## config.mk

```make
export PLATFORM = sky130hd
export DESIGN_NAME = pfa_ctrl
export DESIGN_NICKNAME = d
export VERILOG_FILES = /design/src/rtl/pfa_pkg.sv /design/src/rtl/pfa_ctrl.sv
export VERILOG_INCLUDE_DIRS = /design/src /design/src/rtl
export SDC_FILE = /design/constraint.sdc
export NUM_CORES = 1
export LEC_CHECK = 0
export BUFFER_PORTS_ARGS = -buffer_cell sky130_fd_sc_hd__buf_2
export CAP_MARGIN = 0
export CORE_UTILIZATION = 41
export DETAILED_ROUTE_END_ITERATION = 10
export MAX_ROUTING_LAYER = met4
export PLACE_DENSITY_LB_ADDON = 0.05
export SLEW_MARGIN = 0
export SYNTH_ARGS = -nofsm -noshare
export SYNTH_HDL_FRONTEND = slang
export SYNTH_SLANG_ARGS = --single-unit
```

## constraint.sdc

```tcl
create_clock -name clk_i -period 1.8 [get_ports clk_i]
set_input_delay 0.09 -clock clk_i [delete_from_list [all_inputs] [get_ports clk_i]]
set_output_delay 0.09 -clock clk_i [all_outputs]
set_load 0.01 [all_outputs]
```

## src/rtl/assert_macros.svh

```systemverilog
// Assertion helpers, compiled out for synthesis.
`ifndef ASSERT_MACROS_SVH
`define ASSERT_MACROS_SVH
`ifndef SYNTHESIS
`define ASSERT_CLK(label, clk, rstn, prop, msg) \
  label: assert property (@(posedge clk) disable iff (!rstn) (prop)) else $error(msg);
`define ASSERT_NEVER(label, clk, rstn, prop, msg) \
  label: assert property (@(posedge clk) disable iff (!rstn) !(prop)) else $error(msg);
`else
`define ASSERT_CLK(label, clk, rstn, prop, msg)
`define ASSERT_NEVER(label, clk, rstn, prop, msg)
`endif
`endif

```

## src/rtl/pfa_pkg.sv

```systemverilog
`timescale 1ns / 1ps
package pfa_pkg;
  localparam logic [63:0] GlP   = 64'hFFFF_FFFF_0000_0001;
  localparam logic [63:0] GlEps = 64'h0000_0000_FFFF_FFFF;
  localparam logic [63:0] GlInvExp = 64'hFFFF_FFFE_FFFF_FFFF;

  typedef enum logic [2:0] {
    CMD_ADD = 3'd0, CMD_SUB = 3'd1, CMD_MUL = 3'd2, CMD_NEG = 3'd3,
    CMD_INV = 3'd4, CMD_DIV = 3'd5, CMD_POW = 3'd6, CMD_NOP = 3'd7
  } cmd_e;

  typedef enum logic [1:0] {
    ERR_OK = 2'd0, ERR_ZERO = 2'd1, ERR_RANGE = 2'd2
  } err_e;

  // multiplier operand selection for a multiply
  typedef enum logic [1:0] {
    MS_SQR = 2'd0, MS_BASE = 2'd1, MS_A = 2'd2
  } msel_e;

  typedef struct packed {
    logic  load;      // capture operands
    logic  acc_one;   // set accumulator to one
    logic  mul_go;    // launch multiply
    msel_e msel;      // multiply operand pair
    logic  bit_shift; // advance exponent
    logic  fin;       // present result
  } ctl_t;

  typedef struct packed {
    logic       mul_done;
    logic       exp_bit;
    logic       last_bit;
    logic [2:0] cmd;
    logic [1:0] err;
  } sts_t;

  function automatic logic [63:0] gl_add(logic [63:0] a, logic [63:0] b);
    logic [64:0] s;
    logic [63:0] r;
    s = {1'b0, a} + {1'b0, b};
    r = s[63:0];
    if (s[64]) r = r + GlEps;
    if (r >= GlP) r = r - GlP;
    return r;
  endfunction

  function automatic logic [63:0] gl_sub(logic [63:0] a, logic [63:0] b);
    logic [63:0] d;
    d = a - b;
    if (a < b) d = d - GlEps;
    return d;
  endfunction
endpackage

```

## src/rtl/pfa_ctrl.sv

```systemverilog
`timescale 1ns / 1ps
// Sequencer: optional square-and-multiply over the exponent, then optional final multiply.
module pfa_ctrl (
  input  logic          clk_i,
  input  logic          rst_ni,
  input  logic          start_i,
  input  pfa_pkg::sts_t sts_i,
  output pfa_pkg::ctl_t ctl_o,
  output logic          busy_o,
  output logic          done_o
);
  import pfa_pkg::*;

  typedef enum logic [7:0] {
    S_IDLE = 8'b0000_0001, S_DISP = 8'b0000_0010, S_SQR  = 8'b0000_0100,
    S_SQW  = 8'b0000_1000, S_MB   = 8'b0001_0000, S_MBW  = 8'b0010_0000,
    S_FIN  = 8'b0100_0000, S_OUT  = 8'b1000_0000
  } state_e;

  state_e state_q, state_d;
  logic   fmul_q, fmul_d; // final multiply by operand a pending

  always_comb begin
    state_d = state_q;
    fmul_d  = fmul_q;
    ctl_o   = '0;
    ctl_o.msel = MS_SQR;
    unique case (state_q)
      S_IDLE: if (start_i) begin
        ctl_o.load = 1'b1;
        state_d = S_DISP;
      end
      S_DISP: begin
        fmul_d = 1'b0;
        if (sts_i.err != ERR_OK) state_d = S_FIN;
        else if (sts_i.cmd == CMD_MUL) begin
          fmul_d = 1'b1;
          state_d = S_MB;
        end else if (sts_i.cmd == CMD_INV || sts_i.cmd == CMD_DIV ||
                     sts_i.cmd == CMD_POW) begin
          ctl_o.acc_one = 1'b1;
          state_d = S_SQR;
        end else begin
          state_d = S_FIN;
        end
      end
      S_SQR: begin
        ctl_o.mul_go = 1'b1;
        state_d = S_SQW;
      end
      S_SQW: if (sts_i.mul_done) state_d = sts_i.exp_bit ? S_MB : S_MBW;
      S_MB: begin
        ctl_o.mul_go = 1'b1;
        ctl_o.msel = fmul_q ? MS_A : MS_BASE;
        state_d = S_MBW;
      end
      S_MBW: if (sts_i.mul_done || !sts_i.exp_bit || fmul_q) begin
        // the direct hop from a square with a clear bit skips the wait
        if (fmul_q) begin
          if (sts_i.mul_done) begin
            fmul_d = 1'b0;
            state_d = S_FIN;
          end
        end else if (sts_i.last_bit) begin
          ctl_o.bit_shift = 1'b1;
          state_d = (sts_i.cmd == CMD_DIV) ? S_MB : S_FIN;
          fmul_d = (sts_i.cmd == CMD_DIV);
        end else begin
          ctl_o.bit_shift = 1'b1;
          state_d = S_SQR;
        end
      end
      S_FIN: begin
        ctl_o.fin = 1'b1;
        state_d = S_OUT;
      end
      S_OUT: state_d = S_IDLE;
      default: state_d = S_IDLE;
    endcase
  end

  always_ff @(posedge clk_i or negedge rst_ni) begin
    if (!rst_ni) begin
      state_q <= S_IDLE;
      fmul_q  <= 1'b0;
    end else begin
      state_q <= state_d;
      fmul_q  <= fmul_d;
    end
  end

  assign busy_o = (state_q != S_IDLE);
  assign done_o = (state_q == S_OUT);

  `include "assert_macros.svh"
  `ASSERT_CLK(a_onehot, clk_i, rst_ni, $onehot(state_q), "state not one-hot")
  `ASSERT_CLK(a_out_idle, clk_i, rst_ni, (state_q == S_OUT) |=> (state_q == S_IDLE),
              "result not single")
  `ASSERT_NEVER(a_go_wait, clk_i, rst_ni, ctl_o.mul_go && (state_q == S_SQW),
                "multiply launched while waiting")
endmodule

```

==> results of run 1 <==
cell usage in the layout, fill, tap and decap left out, drive strengths merged, types with 2 or more instances in the layout:
cell type  instances
nor3b              3
o31a               2
nor4b              5
a211oi             2
nand4b             2
nand3b             2
nand3              2
nor2b              2
nor4               3
nor2               5
and3               2
dfrtp              8
a21oi              3
clkbuf             4
o21ai              3
buf               27
nand2              6
nor3               3
inv                2
nand2b             2
o21bai             2
path summary, 6_finish.rpt:
| check | start | end | slack (ps) | depth (start not counted) |
|---|---|---|---|---|
| worst max-delay path | state_q[7] | ctl_o[2] | 120 | 5 |
| worst min-delay path | start_i | state_q[1] | 80 | 2 |
| worst max register to register | state_q[7] | state_q[6] | 130 | 5 |
| worst min register to register | state_q[7] | state_q[7] | 650 | 2 |
| max in group asynchronous | rst_ni | state_q[0] | 1350 | 2 |
| min in group asynchronous | rst_ni | state_q[1] | 210 | 2 |
state kept, by name, indices dropped and copies added, names as in the netlist:
register / flops
fmul_q: 1
state_q: 8
cell type report:
cell class,instances,area (sq um),share of cell area
clock buffer,4,26.3,0.0279
inverter,2,7.51,0.00798
multi-input combinational,63,489,0.520
sequential,9,229,0.243
tap,16,20.0,0.0213
timing repair buffer,28,169,0.180
cells in the mapped netlist, drive strengths merged:
cell	number	area, sq um
a211o	1	8.76
a211oi	2	20.0
a21oi	3	18.8
a2bb2oi	1	8.76
a31oi	1	6.26
and2	1	6.26
and3	2	12.5
and4	1	8.76
buf	3	22.5
dfrtp	8	200
dfstp	1	26.3
inv	2	7.51
mux2i	1	10.0
nand2	6	22.5
nand2b	2	12.5
nand3	2	15.0
nand3b	2	15.0
nand4	1	6.26
nand4b	2	17.5
nor2	5	18.8
nor2b	2	12.5
nor3	3	20.0
nor3b	3	22.5
nor4	3	40.0
nor4b	5	56.3
o21a	1	7.51
o21ai	3	15.0
o21bai	2	15.0
o221a	1	11.3
o221ai	1	15.0
o22ai	1	6.26
o31a	2	17.5
or3	1	6.26
or3b	1	8.76
xor2	1	8.76
per-stage QoR:
stage / power, mW / util / area [sq um] / std cells / setup TNS, ps
floorplan: 0.614 / - / 727 / 77 / 0
global placement: 0.728 / 0.539 / 850 / 113 / 0
detailed placement: 0.734 / 0.539 / 850 / 113 / 0
CTS: 0.912 / 0.572 / 902 / 119 / 0
global route: 1.03 / 0.597 / 941 / 122 / -12.7
finish: 0.948 / 0.597 / 941 / 122 / 0
where the power goes:
part / total (mW) / switching, mW / internal, mW
registers: 0.312 / 0.0636 / 0.248
clock network: 0.153 / 0.0675 / 0.0852
logic: 0.483 / 0.246 / 0.237
cell families (layout without fill, tap and decap cells):
logic type                Yosys count  count (layout)  share of synthesized area
AOI/OAI and AO/OA                  19              19                      0.207
xor gates and xnor gates            1               1                     0.0121
buffers and inverters               5              34                     0.0413
DFF                                 9               9                      0.312
muxes                               1               1                     0.0138
and+or+nand+nor                    42              42                      0.415
timing repair:
action | CTS | global route
pin swaps | 0 | 3
hold buffers | 1 | 0
resized for setup | 1 | 5
endpoints found under the setup margin | 3 | 5
buffers inserted | 1 | 3
endpoints found under the hold margin | 9 | 0
gates cloned | 0 | 0
layer usage:
| layer | vias up | GRT usage | part of all wire |
|---|---|---|---|
| met3 | 4 | 0.0612 | 0.039 |
| met2 | 20 | 0.329 | 0.49 |
| met5 | - | - | 0 |
| met4 | 0 | 0.0909 | 0.010 |
| li1 | 355 | - | - |
| met1 | 339 | 0.234 | 0.46 |
==> metrics.yaml, run 1 <==
status:
  status: "finished, violations left"
  violations: "DRC"
clock_network:
  cts_buffers: 3
  clk_path_buf_depth: 2
  cts_max_level: 1
  clkLatencyLatePin_ps: 260
  path_clk_slew_ps: 60
  cts_sinks: 9
  cts_tree: "done"
  cts_root_buf: "clkbuf_4"
yosys:
  ys_seq_elements: 9
  syn_area_sq_um: 727
  yosysUniqueCellTypes: 45
  yosysWarnings: 0
  ys_seq_area_frac: 0.312
  postSynthAreaPerCell_sq_um: 9.44
  syn_nets: 88
  synth_cells: 77
power:
  vdd_drop_max_uv: 703
  cellPowerDensity_mw_per_mm2: 1010
  leakage_nw: 0.423
setup_path:
  worst-path-max-fanout: 4
  crit_type: "flip-flop to output port"
  crit_required_ps: 1710
  critPathBufInv: 2
  cp_top_family: "simple AND/OR/NAND/NOR gates"
  arrival_ps: 1590
  timing.critical_path.slowest_stage_cell: "dfrtp_1"
  path_cells: "nor4_4, buf_6, nand4b_1, nor2_1, buf_2"
  cp_slowest_stage_delay_ps: 400
  cp-start-kind: "flip-flop"
  crit_path_end_kind: "output port"
final_layout:
  syn_to_final_growth_pct: 29.4
  insertedDiodeCount: 0
  fin_nets: 118
  drive_gt1_frac: 0.425
  nFillCells: 144
timing:
  finalCritPeriodShare: 0.932
  relSlewSlack: 0.713
  fin_skew_ps: 5.88
  worst_slew_pin_slew_ps: 430
  finalMaxSlewViolations: 0
  fin_crit_ps: 1680
  holdWs_ps: 81.9
  fin_ws_ps: 122
  hold_viol_final: 0
  setup_viol: 0
  rsz0062_at_grt: "true"
  fmax_mhz: 596
die:
  initial_utilization: 0.461
  rows: 14
  pin_count: 20
  die-height_um: 44.1
  dieArea_sq_mm: 0.00195
  core_area_sq_mm: 0.00158
  dieWidth_um: 44.1
placement:
  dp_slack_ps: 150
  portBuffers: 19
  gp_congestion: 0.770
  hpwlAfterDp_um: 1310
hold_path:
  hold_class: "input pin to flip-flop"
route:
  drc: 1
  ant_nets: 0
  totalWireLength_um: 1700
  wl_per_cell_um: 13.9
  drtIter0Drc: 16
  viasPerCell: 5.89
  firstDrtPassIters: 7
  vias: 718
global_routing:
  grt_max_degree: 11
  antenna_found_initial: 0
  grt_pass1_wl_um: 2770
  grt_pass1_vias: 623
  overflow: 0
  grtUsageTotal: 0.205
run:
  cap_violations: 0
(Power assumes the default switching activity.)
==> run 2, diff against run 1 <==
--- a/config.mk
+++ b/config.mk
@@ -9,7 +9,9 @@
 export BUFFER_PORTS_ARGS = -buffer_cell sky130_fd_sc_hd__buf_2
 export CAP_MARGIN = 0
 export CORE_UTILIZATION = 41
+export CTS_CLUSTER_DIAMETER = 80
 export DETAILED_ROUTE_END_ITERATION = 10
+export GPL_TIMING_DRIVEN = 0
 export MAX_ROUTING_LAYER = met4
 export PLACE_DENSITY_LB_ADDON = 0.05
 export SLEW_MARGIN = 0
==> run 2 against run 1 <==
The flow now finishes without violations. Register-to-register slack improved by 40 ps. Worst setup slack worse by 82 ps. Global-route usage is 0.19 points higher. Sequential share of layout area is 0.68 points lower. Fmax decreased by 4.7%. Wire length shrank 1.1%. Non-clock buffer count grew 3. Clock-buffer cell count is the same. Clock power hardly changed. Core utilization is 2.1 points higher. Critical path depth did not move. Largest cell class unchanged. Highest routed layer unchanged.
==> metrics.yaml, run 2 (synthesized netlist as in run 1, its figures left out) <==
status:
  status: "complete, no violations"
clock_network:
  cts_max_level: 1  # unchanged
  cts_tree: "done"
  cts_root_buf: "clkbuf_4"
  cts_buffers: 3  # unchanged
  clk_path_buf_depth: 2  # unchanged
  cts_sinks: 9  # unchanged
  path_clk_slew_ps: 60  # about the same
  clkLatencyLatePin_ps: 250  # about the same
setup_path:
  arrival_ps: 1670  # +80 ps
  crit_path_end_kind: "output port"
  timing.critical_path.slowest_stage_cell: "dfrtp_2"
  worstRegToRegCells: 6  # +1
  worst-path-max-fanout: 5  # +1
  timing.rr.start: "state_q[2]"
  crit_type: "flip-flop to output port"
  cp_slowest_stage_delay_ps: 450  # +50 ps
  cp-start-kind: "flip-flop"
  worstReg2RegEnd: "state_q[6]"
  crit_required_ps: 1710  # about the same
  path_cells: "nor4_4, buf_6, nand4b_1, nor2_1, buf_2"
  reg2reg_setup_slack_ps: 170  # +40 ps
timing:
  fmax_mhz: 568  # -4.7%
  finalCritPeriodShare: 0.978  # +0.0457
  relSlewSlack: 0.709  # -0.00360
  finalMaxSlewViolations: 0  # unchanged
  fin_skew_ps: 3.54  # -2.35 ps
  setup_viol: 0  # unchanged
  fin_crit_ps: 1760  # +82.3 ps
  rsz0062_at_grt: "true"
  hold_viol_final: 0  # unchanged
  worst_slew_pin_slew_ps: 435  # +5.39 ps
global_routing:
  grtUsageTotal: 0.207  # +0.00193
  grt_max_degree: 10  # -1
  overflow: 0  # unchanged
  grt_pass1_vias: 667  # +7.1%
  antenna_found_initial: 0  # unchanged
  grt_pass1_wl_um: 2870  # +3.8%
final_layout:
  regMostFlops: "state_q"
  fin_nets: 121  # +2.5%
  final_cell_mix: "buf_2, buf_4, nand2_1, nor2_1, dfrtp_1"
  final_common_cell: "buf_2"
  reg.largest.list: "state_q x8, fmul_q x1"
  layout.cells.non_filler: 125  # +2.5%
  drive_gt1_frac: 0.431  # +0.00666
  insertedDiodeCount: 0  # unchanged
  stdcell_area_sq_um: 973  # +3.5%
  syn_to_final_growth_pct: 33.9
  largest_reg_flops: 8  # unchanged
hold_path:
  hold_end: "state_q[1]"
  worstHoldStart: "start_i"
  hold_class: "input pin to flip-flop"
  hold-path-cell-count: 2  # unchanged
placement:
  hpwlAfterDp_um: 1260  # -3.5%
  place_area_sq_um: 842  # -0.88%
  dp_cells: 112  # -0.88%
  portBuffers: 19  # unchanged
  gp_congestion: 0.787  # +2.3%
die:
  core_area_sq_mm: 0.00158  # unchanged
  initial_utilization: 0.461  # unchanged
  rows: 14  # unchanged
  dieWidth_um: 44.1  # unchanged
  die-height_um: 44.1  # unchanged
  pin_count: 20  # unchanged
  dieArea_sq_mm: 0.00195  # unchanged
route:
  route.met2.wl_um: 784  # -5.2%
  drc: 0  # -1
  totalWireLength_um: 1680  # -1.1%
  drtIter0Drc: 16  # unchanged
  m1WireLength_um: 814  # +3.6%
  ant_nets: 0  # unchanged
  viasPerCell: 5.86  # -0.50%
  routed.top_layer: "met4"
  firstDrtPassIters: 6  # -1
  vias: 732  # +1.9%
  wl_per_cell_um: 13.4  # -3.5%
  wl_met3_um: 59  # -11%
power:
  power_mw: 0.977  # +3.1%
  cellPowerDensity_mw_per_mm2: 1000  # -0.38%
  leakage_nw: 0.441  # +4.3%
  vdd_drop_max_uv: 793  # +13%
run:
  cap_violations: 0  # unchanged
==> run 2: layout make-up <==
| cell class | count | area [sq um] |
|---|---|---|
| sequential | 9 | 230 |
| buffer | 3 | 26.3 |
| timing repair buffer | 28 | 178 |
| fill | 158 | 603 |
| clock buffer | 4 | 26.3 |
| inverter | 2 | 7.51 |
| tap | 16 | 20.0 |
| multi-input combinational | 63 | 485 |
==> run 2: worst max-delay path: cells and delay by family, from the launching register on <==
kind | cells | cell delay [ps]
and+or+nand+nor | 3 | 680
buffers and inverters | 2 | 290
DFF | 1 | 450
==> run 2: timing repair <==
item | in CTS | in global routing
endpoints found under the setup margin | 6 | 5
gates resized for setup | 4 | 2
pin swaps | 2 | 2
hold endpoints to repair | 9 | 0
setup buffers | 1 | 7
hold buffers | 1 | 0
==> run 2: worst max path at each step <==
stage,startpoint,end,slack (ps),depth (start not counted)
after global placement,state_q[5],state_q[4],120,4
after CTS,state_q[6],ctl_o[4],5,5
final,state_q[2],ctl_o[2],40,5
after floorplan,state_q[7],state_q[4],300,5
after detailed placement,state_q[5],state_q[4],140,4
after global routing,state_q[2],ctl_o[2],-70,5
==> run 2: routing by layer <==
| metal | track usage | vias to the layer above |
|---|---|---|
| met4 | 0.0909 | 0 |
| met2 | 0.324 | 18 |
| met3 | 0.0367 | 2 |
| met5 | - | - |
| li1 | - | 364 |
| met1 | 0.260 | 348 |
==> run 2: report_power, final <==
group,total [mW],switching (mW),internal (mW),leakage (nW)
clock,0.152,0.0671,0.0852,0.0150
sequential,0.292,0.0432,0.249,0.114
combinational,0.533,0.265,0.267,0.312
total,0.977,0.376,0.602,0.441
==> run 2: through the flow <==
stage / hold WS (ps) / utilization / setup WS [ps] / TNS [ps]
floorplan: -206 / - / 302 / 0
global placement: -48.4 / 0.534 / 115 / 0
detailed placement: -43.7 / 0.534 / 138 / 0
CTS: 82.8 / 0.583 / 5.41 / 0
global route: 103 / 0.617 / -72.0 / -197
finish: 91.6 / 0.617 / 39.4 / 0
